$ cat config.mk
export PLATFORM = sky130hd
export DESIGN_NAME = sha256_hash_engine
export DESIGN_NICKNAME = d
export VERILOG_FILES = /design/src/hdl/sha256_pkg.sv /design/src/hdl/sha256_ctrl.sv /design/src/hdl/sha256_dp.sv /design/src/hdl/sha256_hash_engine.sv
export SDC_FILE = /design/constraint.sdc
export NUM_CORES = 2
export LEC_CHECK = 0
export ABC_AREA = 0
export BUFFER_PORTS_ARGS = -buffer_cell sky130_fd_sc_hd__buf_4
export CAP_MARGIN = 20
export CELL_PAD_IN_SITES_DETAIL_PLACEMENT = 2
export CELL_PAD_IN_SITES_GLOBAL_PLACEMENT = 2
export CORE_MARGIN = 5
export CORE_UTILIZATION = 42
export CTS_CLUSTER_DIAMETER = 60
export CTS_CLUSTER_SIZE = 10
export DETAILED_ROUTE_END_ITERATION = 12
export PLACE_DENSITY = 0.83
export SYNTH_ARGS = -nofsm -noshare
export SYNTH_HDL_FRONTEND = slang
export SYNTH_SLANG_ARGS = --single-unit
export TNS_END_PERCENT = 100
$ cat constraint.sdc
create_clock -name i_clk -period 16.2 [get_ports i_clk]
set_clock_uncertainty 0.15 [all_clocks]
set_input_delay 4.86 -clock i_clk [delete_from_list [all_inputs] [get_ports i_clk]]
set_output_delay 4.86 -clock i_clk [all_outputs]
set_load 0.1 [all_outputs]
$ cat src/hdl/sha256_pkg.sv
// Shared types, constants and round functions for the SHA-256 engine.
package sha256_pkg;

    localparam int unsigned WordW  = 32;
    localparam int unsigned NumH   = 8;
    localparam int unsigned NumBlk = 16;
    localparam int unsigned NumRnd = 64;

    localparam logic [31:0] HASH_INIT [NumH] = '{
        32'h6a09e667, 32'hbb67ae85, 32'h3c6ef372, 32'ha54ff53a,
        32'h510e527f, 32'h9b05688c, 32'h1f83d9ab, 32'h5be0cd19
    };

    localparam logic [31:0] ROUND_K [NumRnd] = '{
        32'h428a2f98, 32'h71374491, 32'hb5c0fbcf, 32'he9b5dba5,
        32'h3956c25b, 32'h59f111f1, 32'h923f82a4, 32'hab1c5ed5,
        32'hd807aa98, 32'h12835b01, 32'h243185be, 32'h550c7dc3,
        32'h72be5d74, 32'h80deb1fe, 32'h9bdc06a7, 32'hc19bf174,
        32'he49b69c1, 32'hefbe4786, 32'h0fc19dc6, 32'h240ca1cc,
        32'h2de92c6f, 32'h4a7484aa, 32'h5cb0a9dc, 32'h76f988da,
        32'h983e5152, 32'ha831c66d, 32'hb00327c8, 32'hbf597fc7,
        32'hc6e00bf3, 32'hd5a79147, 32'h06ca6351, 32'h14292967,
        32'h27b70a85, 32'h2e1b2138, 32'h4d2c6dfc, 32'h53380d13,
        32'h650a7354, 32'h766a0abb, 32'h81c2c92e, 32'h92722c85,
        32'ha2bfe8a1, 32'ha81a664b, 32'hc24b8b70, 32'hc76c51a3,
        32'hd192e819, 32'hd6990624, 32'hf40e3585, 32'h106aa070,
        32'h19a4c116, 32'h1e376c08, 32'h2748774c, 32'h34b0bcb5,
        32'h391c0cb3, 32'h4ed8aa4a, 32'h5b9cca4f, 32'h682e6ff3,
        32'h748f82ee, 32'h78a5636f, 32'h84c87814, 32'h8cc70208,
        32'h90befffa, 32'ha4506ceb, 32'hbef9a3f7, 32'hc67178f2
    };

    localparam logic [7:0]  PAD_BYTE = 8'h80;
    localparam logic [2:0]  MAX_BYTES = 3'd4;
    localparam logic [5:0]  LEN_POS   = 6'd56;
    localparam logic [2:0]  LAST_IDX  = 3'd7;

    // Controller states, one-hot.
    typedef enum logic [6:0] {
        ST_IDLE   = 7'b0000001,
        ST_PACK   = 7'b0000010,
        ST_PAD1   = 7'b0000100,
        ST_PAD2   = 7'b0001000,
        ST_ROUND  = 7'b0010000,
        ST_UPDATE = 7'b0100000,
        ST_OUT    = 7'b1000000
    } t_state;

    // Commands from controller to datapath.
    typedef struct packed {
        logic accept;   // latch input item
        logic pack;     // pack pending bytes into the block buffer
        logic pad1;     // 0x80, zeros, and length if it fits
        logic pad2;     // extra block of zeros and length
        logic round;    // one compression round
        logic update;   // fold working vars into chain hash
        logic emit;     // digest word taken
        logic done;     // final digest word taken, restart message
    } t_cmd;

    // Status from datapath to controller.
    typedef struct packed {
        logic pack_full;   // this pack completes the block
        logic pend_empty;  // no bytes of the current item left
        logic last;        // current item closes the message
        logic pad_second;  // length does not fit after the 0x80 byte
        logic round_last;  // round 63 in progress
        logic out_last;    // digest word 7 is on the port
    } t_sts;

    function automatic logic [31:0] f_rotr(input logic [31:0] x, input int unsigned n);
        return (x >> n) | (x << (32 - n));
    endfunction

    function automatic logic [31:0] f_bsig0(input logic [31:0] x);
        return f_rotr(x, 2) ^ f_rotr(x, 13) ^ f_rotr(x, 22);
    endfunction

    function automatic logic [31:0] f_bsig1(input logic [31:0] x);
        return f_rotr(x, 6) ^ f_rotr(x, 11) ^ f_rotr(x, 25);
    endfunction

    function automatic logic [31:0] f_ssig0(input logic [31:0] x);
        return f_rotr(x, 7) ^ f_rotr(x, 18) ^ (x >> 3);
    endfunction

    function automatic logic [31:0] f_ssig1(input logic [31:0] x);
        return f_rotr(x, 17) ^ f_rotr(x, 19) ^ (x >> 10);
    endfunction

endpackage

$ cat src/hdl/sha256_ctrl.sv
// Sequencer for the SHA-256 engine: packing, padding, rounds and digest output.
module sha256_ctrl import sha256_pkg::*; (
    input  logic i_clk,
    input  logic i_rst_n,
    input  logic i_in_valid,
    input  logic i_out_ready,
    input  t_sts i_sts,
    output t_cmd o_cmd,
    output logic o_in_ready,
    output logic o_out_valid
);

    t_state r_state, n_state;
    logic   r_padding, n_padding;
    logic   r_need2, n_need2;

    always_ff @(posedge i_clk) begin
        if (!i_rst_n) begin
            r_state   <= ST_IDLE;
            r_padding <= 1'b0;
            r_need2   <= 1'b0;
        end else begin
            r_state   <= n_state;
            r_padding <= n_padding;
            r_need2   <= n_need2;
        end
    end

    always_comb begin
        n_state   = r_state;
        n_padding = r_padding;
        n_need2   = r_need2;
        o_cmd     = '0;
        case (r_state)
            ST_IDLE: begin
                if (i_in_valid) begin
                    o_cmd.accept = 1'b1;
                    n_state      = ST_PACK;
                end
            end
            ST_PACK: begin
                o_cmd.pack = 1'b1;
                if (i_sts.pack_full) begin
                    n_state = ST_ROUND;
                end else if (i_sts.last) begin
                    n_state = ST_PAD1;
                end else begin
                    n_state = ST_IDLE;
                end
            end
            ST_PAD1: begin
                o_cmd.pad1 = 1'b1;
                n_padding  = 1'b1;
                n_need2    = i_sts.pad_second;
                n_state    = ST_ROUND;
            end
            ST_PAD2: begin
                o_cmd.pad2 = 1'b1;
                n_need2    = 1'b0;
                n_state    = ST_ROUND;
            end
            ST_ROUND: begin
                o_cmd.round = 1'b1;
                if (i_sts.round_last) begin
                    n_state = ST_UPDATE;
                end
            end
            ST_UPDATE: begin
                o_cmd.update = 1'b1;
                if (r_padding) begin
                    n_state = r_need2 ? ST_PAD2 : ST_OUT;
                end else if (!i_sts.pend_empty) begin
                    n_state = ST_PACK;
                end else if (i_sts.last) begin
                    n_state = ST_PAD1;
                end else begin
                    n_state = ST_IDLE;
                end
            end
            ST_OUT: begin
                if (i_out_ready) begin
                    o_cmd.emit = 1'b1;
                    if (i_sts.out_last) begin
                        o_cmd.done = 1'b1;
                        n_padding  = 1'b0;
                        n_state    = ST_IDLE;
                    end
                end
            end
            default: begin
                n_state = ST_IDLE;
            end
        endcase
    end

    assign o_in_ready  = (r_state == ST_IDLE);
    assign o_out_valid = (r_state == ST_OUT);

endmodule

$ cat src/hdl/sha256_dp.sv
// SHA-256 datapath: byte packer, block buffer as message schedule, round unit, chain hash.
module sha256_dp import sha256_pkg::*; (
    input  logic        i_clk,
    input  logic        i_rst_n,
    input  t_cmd        i_cmd,
    input  logic [31:0] i_data_word,
    input  logic [2:0]  i_byte_count,
    input  logic        i_last_item,
    output t_sts        o_sts,
    output logic [31:0] o_digest_word,
    output logic [2:0]  o_word_index
);

    logic [31:0] r_blk [NumBlk];
    logic [31:0] n_blk [NumBlk];
    logic [31:0] r_hash [NumH];
    logic [31:0] r_v [NumH];
    logic [31:0] r_pend;
    logic [2:0]  r_rem;
    logic        r_last;
    logic [63:0] r_len;
    logic [5:0]  r_fill;
    logic [5:0]  r_rnd;
    logic [2:0]  r_oidx;

    logic [6:0]  room;
    logic [2:0]  pack_n;
    logic        pack_full;
    logic        blk_start;
    logic [31:0] sched_new;
    logic [31:0] t1;
    logic [31:0] t2;
    logic [31:0] ch;
    logic [31:0] maj;

    // Bytes this cycle: whatever is pending, cut at the block end.
    assign room      = 7'd64 - {1'b0, r_fill};
    assign pack_n    = ({4'b0, r_rem} <= room) ? r_rem : room[2:0];
    assign pack_full = ({1'b0, r_fill} + {4'b0, pack_n}) == 7'd64;
    assign blk_start = (i_cmd.pack && pack_full) || i_cmd.pad1 || i_cmd.pad2;

    assign o_sts.pack_full  = pack_full;
    assign o_sts.pend_empty = (r_rem == 3'd0);
    assign o_sts.last       = r_last;
    assign o_sts.pad_second = (r_fill >= LEN_POS);
    assign o_sts.round_last = (r_rnd == 6'd63);
    assign o_sts.out_last   = (r_oidx == LAST_IDX);

    assign o_digest_word = r_hash[r_oidx];
    assign o_word_index  = r_oidx;

    // Block buffer next value: byte lane writes for packing and padding,
    // one-word shift with schedule expansion during rounds.
    always_comb begin
        logic [6:0] pos;
        logic [6:0] off;
        logic [1:0] lane;
        n_blk = r_blk;
        for (int p = 0; p < 64; p++) begin
            pos  = 7'(p);
            off  = pos - {1'b0, r_fill};
            lane = 2'd3 - off[1:0];
            if (i_cmd.pack) begin
                if (pos >= {1'b0, r_fill} && off < {4'b0, pack_n}) begin
                    n_blk[p / 4][8 * (3 - (p % 4)) +: 8] = r_pend[{lane, 3'b000} +: 8];
                end
            end else if (i_cmd.pad1) begin
                if (pos == {1'b0, r_fill}) begin
                    n_blk[p / 4][8 * (3 - (p % 4)) +: 8] = PAD_BYTE;
                end else if (pos > {1'b0, r_fill}) begin
                    if (p >= 56 && r_fill < LEN_POS) begin
                        n_blk[p / 4][8 * (3 - (p % 4)) +: 8] = r_len[8 * (63 - p) +: 8];
                    end else begin
                        n_blk[p / 4][8 * (3 - (p % 4)) +: 8] = 8'h00;
                    end
                end
            end else if (i_cmd.pad2) begin
                if (p >= 56) begin
                    n_blk[p / 4][8 * (3 - (p % 4)) +: 8] = r_len[8 * (63 - p) +: 8];
                end else begin
                    n_blk[p / 4][8 * (3 - (p % 4)) +: 8] = 8'h00;
                end
            end
        end
        if (i_cmd.round) begin
            for (int i = 0; i < NumBlk - 1; i++) begin
                n_blk[i] = r_blk[i + 1];
            end
            n_blk[NumBlk - 1] = sched_new;
        end
    end

    assign sched_new = f_ssig1(r_blk[14]) + r_blk[9] + f_ssig0(r_blk[1]) + r_blk[0];

    assign ch  = (r_v[4] & r_v[5]) ^ (~r_v[4] & r_v[6]);
    assign maj = (r_v[0] & r_v[1]) ^ (r_v[0] & r_v[2]) ^ (r_v[1] & r_v[2]);
    assign t1  = r_v[7] + f_bsig1(r_v[4]) + ch + ROUND_K[r_rnd] + r_blk[0];
    assign t2  = f_bsig0(r_v[0]) + maj;

    // Block buffer and working variables: payload, no reset.
    always_ff @(posedge i_clk) begin
        r_blk <= n_blk;
        if (i_cmd.accept) begin
            r_pend <= i_data_word;
        end else if (i_cmd.pack) begin
            r_pend <= r_pend << {pack_n, 3'b000};
        end
        if (i_cmd.accept) begin
            r_last <= i_last_item;
        end
        if (blk_start) begin
            r_v <= r_hash;
        end else if (i_cmd.round) begin
            r_v[7] <= r_v[6];
            r_v[6] <= r_v[5];
            r_v[5] <= r_v[4];
            r_v[4] <= r_v[3] + t1;
            r_v[3] <= r_v[2];
            r_v[2] <= r_v[1];
            r_v[1] <= r_v[0];
            r_v[0] <= t1 + t2;
        end
    end

    always_ff @(posedge i_clk) begin
        if (!i_rst_n) begin
            r_hash <= HASH_INIT;
            r_rem  <= 3'd0;
            r_len  <= 64'd0;
            r_fill <= 6'd0;
            r_rnd  <= 6'd0;
            r_oidx <= 3'd0;
        end else begin
            if (i_cmd.accept) begin
                r_rem <= (i_byte_count > MAX_BYTES) ? MAX_BYTES : i_byte_count;
            end else if (i_cmd.pack) begin
                r_rem <= r_rem - pack_n;
            end
            if (i_cmd.done) begin
                r_len <= 64'd0;
            end else if (i_cmd.pack) begin
                r_len <= r_len + {58'd0, pack_n, 3'b000};
            end
            if (i_cmd.pack) begin
                r_fill <= r_fill + 6'(pack_n);
            end else if (i_cmd.pad1 || i_cmd.pad2 || i_cmd.done) begin
                r_fill <= 6'd0;
            end
            if (blk_start) begin
                r_rnd <= 6'd0;
            end else if (i_cmd.round) begin
                r_rnd <= r_rnd + 6'd1;
            end
            if (i_cmd.done) begin
                r_hash <= HASH_INIT;
            end else if (i_cmd.update) begin
                for (int i = 0; i < NumH; i++) begin
                    r_hash[i] <= r_hash[i] + r_v[i];
                end
            end
            if (i_cmd.done) begin
                r_oidx <= 3'd0;
            end else if (i_cmd.emit) begin
                r_oidx <= r_oidx + 3'd1;
            end
        end
    end

endmodule

$ cat src/hdl/sha256_hash_engine.sv
// SHA-256 engine top level: controller, datapath and interface checks.
// Sequence: an item is taken in IDLE and packed in the cycle after; each filled
//   64-byte block then runs 64 rounds, one per cycle, plus the hash fold.
// Items are taken only in IDLE; the single shared round unit hashes every block.
// Final item: one or two padding blocks, then eight digest items.
// Reset: synchronous active low; hash, length and fill restart, block buffer kept.
module sha256_hash_engine import sha256_pkg::*; (
    input  logic        i_clk,
    input  logic        i_rst_n,
    // input item channel
    input  logic        i_in_valid,
    output logic        o_in_ready,
    input  logic [31:0] i_data_word,
    input  logic [2:0]  i_byte_count,
    input  logic        i_last_item,
    // digest item channel
    output logic        o_out_valid,
    input  logic        i_out_ready,
    output logic [31:0] o_digest_word,
    output logic [2:0]  o_word_index,
    output logic        o_last_word
);

    t_cmd cmd;
    t_sts sts;

    // Controller walks IDLE -> PACK -> (ROUND -> UPDATE)* -> PAD1 [-> PAD2] -> OUT.
    sha256_ctrl u_ctrl (
        .i_clk       (i_clk),
        .i_rst_n     (i_rst_n),
        .i_in_valid  (i_in_valid),
        .i_out_ready (i_out_ready),
        .i_sts       (sts),
        .o_cmd       (cmd),
        .o_in_ready  (o_in_ready),
        .o_out_valid (o_out_valid)
    );

    // Datapath holds all message state; digest words are read straight
    // from the chain hash, which holds still while the output is offered.
    sha256_dp u_dp (
        .i_clk         (i_clk),
        .i_rst_n       (i_rst_n),
        .i_cmd         (cmd),
        .i_data_word   (i_data_word),
        .i_byte_count  (i_byte_count),
        .i_last_item   (i_last_item),
        .o_sts         (sts),
        .o_digest_word (o_digest_word),
        .o_word_index  (o_word_index)
    );

    assign o_last_word = sts.out_last;

    // Never take input while a digest is being delivered.
    a_no_overlap: assert property (@(posedge i_clk) disable iff (!i_rst_n)
        o_out_valid |-> !o_in_ready)
        else $error("input ready while digest pending");

    // Digest words come out in order.
    a_index_step: assert property (@(posedge i_clk) disable iff (!i_rst_n)
        (o_out_valid && i_out_ready && !o_last_word) |=>
            (o_out_valid && o_word_index == 3'($past(o_word_index) + 3'd1)))
        else $error("digest word index out of sequence");

    // After the last digest word the engine is ready for a new message.
    a_restart: assert property (@(posedge i_clk) disable iff (!i_rst_n)
        (o_out_valid && i_out_ready && o_last_word) |=> (o_in_ready && o_word_index == 3'd0))
        else $error("engine not idle after final digest word");

endmodule
==> impl_metrics.json <==
{
  "outcome": "finished, final reports clean",
  "regToRegSetupSlack_ns": 4.94,
  "yosys_warnings": 0,
  "grt_overflow": 0,
  "post-cts-setup-buffers": 0,
  "whs_endpoint": "u_dp.r_blk[276]",
  "final.min_clock_period_ns": 11.26,
  "postCtsResizedCells": 0,
  "p_sw_share_pct": 31.8,
  "synth-main-ff-cell": "edfxtp_1",
  "cts_buffers": 152,
  "final_common_cell": "nand2_1",
  "fin_crit_sh_pct": 69.5,
  "cts_tree": "built",
  "slew-limit-headroom_pct": 14.8,
  "syn_to_final_growth_pct": 10.3,
  "grtUsageTotal_pct": 35.4,
  "synthTopCellsByArea": "edfxtp_1 (30%), dfxtp_1 (8.7%), ha_1 (7.0%)",
  "drc": 0,
  "pwr-share-clk_pct": 39.1,
  "r2r_cells": 35,
  "mostFrequentLayoutCells": "nand2_1 (1278), edfxtp_1 (801), a21oi_1 (623)",
  "met2_length_mm": 171,
  "drt_pass1_iterations": 5,
  "totalWireLength_mm": 361,
  "grt_pass1_vias": 75700,
  "timing.rr.end": "u_dp.r_v[255]",
  "coreArea_um2": 188000,
  "grt_max_degree": 184,
  "syn_avg_cell_area_um2": 9.55,
  "cts.sinks": 1145,
  "crit_path_end_kind": "flop",
  "vias_per_cell": 6.49,
  "whs_path_depth": 1,
  "worst_hold_slack_ns": 0.343,
  "p_comb_share_pct": 21.3,
  "finalPower_mw": 8.55,
  "min-delay-start": "u_dp.r_blk[244]",
  "power.density_nw_per_um2": 97.9,
  "synth_area_um2": 79200,
  "wl_met1_mm": 137,
  "grt_setup_unrepaired": "false",
  "async_flop_share_pct": 0,
  "gp_congestion": 0.949,
  "drive_gt1_share_pct": 8.79,
  "rows": 159,
  "wl_per_cell_um": 33.4,
  "synth_cells": 8290,
  "crit_path_max_fanout": 16,
  "route.vias.total": 70100,
  "ys_ff_latch": 1145,
  "worst_pin_slew_ns": 1.26,
  "postRouteAntennaNets": 0,
  "clk_pin_slew_ns": 0.06,
  "critPathSlowestCell": "ha_1",
  "p_seq_share_pct": 39.5,
  "syn_nets": 8974,
  "setup_violations": 0,
  "p_leak_nw": 37.0,
  "cap_violations": 0,
  "fin_setup_tns_ns": 0,
  "dieArea_um2": 197000,
  "cts_hold_buf": 0,
  "dp_slack_ns": 5.06,
  "p_int_mw": 5.84,
  "highest_layer": "met5",
  "r2r-start": "u_dp.r_rnd[0]",
  "crit_required_ns": 16.58,
  "start_kind": "flop",
  "die_y_um": 444,
  "synth.distinct_cells": 100,
  "switchingPower_mw": 2.72,
  "post-synth-top-area-fraction_pct": 30.4,
  "max_stage_delay_ns": 1.03,
  "drt_iter0_markers": 6549,
  "clk_latency_ns": 0.86,
  "layout_setup_ws_ns": 4.94,
  "die_w_um": 444,
  "synth-edff-count": 801,
  "final_cell_area_um2": 87300,
  "hp-class": "flop to flop",
  "portBuffers": 77,
  "start_util_pct": 42.2,
  "place_area_um2": 82300,
  "wl_met3_mm": 22.5,
  "final-hold-violation-count": 0,
  "h-tree-depth": 4,
  "arrival_ns": 11.65,
  "clockBufferDepth": 3,
  "slew_viol_final": 0,
  "io_pins": 78,
  "nNetsFinal": 8863,
  "fmax_mhz": 88.8,
  "critPathMostFrequentCell": "fa_1",
  "antenna_found_initial": 8,
  "yosysTopAreaCell": "edfxtp_1",
  "dp.final_hpwl_mm": 263,
  "clock-root-buffer": "clkbuf_16",
  "worstSetupPathType": "flop to flop",
  "grt_pass1_wl_mm": 525,
  "ir_drop_mv": 0.0977,
  "ys_seq_area_share_pct": 39.1
}
[power by group through the flow]
stage / Clock, mW / Sequential [mW] / Combinational, mW
6_report: 3.35 / 3.38 / 1.83
3_5_place_dp: 0 / 3.43 / 1.72
4_1_cts: 3.38 / 3.37 / 1.78
3_3_place_gp: 0 / 3.42 / 1.60
2_1_floorplan: 0 / 3.38 / 1.15
5_1_grt: 3.52 / 3.38 / 1.94
[synth_stat cells, drive strengths merged, types with 124 or more instances]
library cell,n
nand2,1281
a21o,583
a21oi,624
ha,446
xnor2,453
nor2,463
edfxtp,801
inv,289
nand3,163
xor2,199
fa,198
clkbuf,456
nor3,124
dfxtp,344
o21ai,455
[logic make-up (layout without fill, tap and decap cells)]
kind of cell | count (synthesis) | in the layout | share of synthesized area (%)
other | 0 | 6 | 0
AND/OR/NAND/NOR | 2430 | 2430 | 13.5
AO/OA/AOI/OAI | 2396 | 2396 | 19.8
buffers and inverters | 803 | 822 | 3.85
multiplexers | 195 | 195 | 4.18
flip-flops | 1145 | 1145 | 39.1
adder cells (fa/ha/maj) | 668 | 668 | 12.4
XOR/XNOR | 653 | 653 | 7.24
[layout make-up]
class	instances	area [µm²]
clock buffer	236	4260
sequential	1145	31000
inverter	294	1100
timing repair buffer	244	1910
multi-input combinational	6342	45400
tap	2495	3120
antenna	6	15.0
fill	19600	100000
clock inverter	48	539
[state kept, by name, indices dropped and copies added, names as in the netlist, 6 cells and up]
signal	cells
u_dp.r_v	256
u_ctrl.r_state	7
u_dp.r_len	61
u_dp.r_pend	32
u_dp.r_blk	512
u_dp.r_rnd	6
u_dp.r_fill	6
u_dp.r_hash	256
[worst max-delay path by stage]
stage                    from             to  slack, ns  cells past startpoint
6_report        u_dp.r_rnd[0]  u_dp.r_v[255]       4.94                     35
3_5_place_dp    u_dp.r_rnd[0]  u_dp.r_v[255]       5.06                     35
5_1_grt         u_dp.r_rnd[0]  u_dp.r_v[255]       4.49                     34
3_3_place_gp    u_dp.r_rnd[0]  u_dp.r_v[255]       5.29                     35
2_1_floorplan  u_dp.r_fill[1]    u_dp.r_v[0]       3.31                     22
4_1_cts         u_dp.r_rnd[0]  u_dp.r_v[255]       5.02                     35
[metrics by stage]
step	instances	utilization, %
CTS	10800	46.4
global route	10800	46.6
detailed placement	10500	43.9
floorplan	8290	-
finish	10800	46.6
global placement	10500	43.9
[routing by layer]
metal | GRT usage [%] | vias to the layer above
met1 | 41.8 | 36300
met4 | 24.6 | 4
met3 | 5.45 | 1110
li1 | - | 29700
met5 | 0 | -
met2 | 59.2 | 3076
[critical path, delay by kind of cell (launching register included)]
family	cells	cell delay [ns]
adders and majority gates	8	3.96
AOI/OAI and AO/OA	13	3.04
and+or+nand+nor	7	2.06
buffers and inverters	4	0.91
xor gates and xnor gates	3	0.52
DFF	1	0.34
Power figures use the tool's default switching activity.
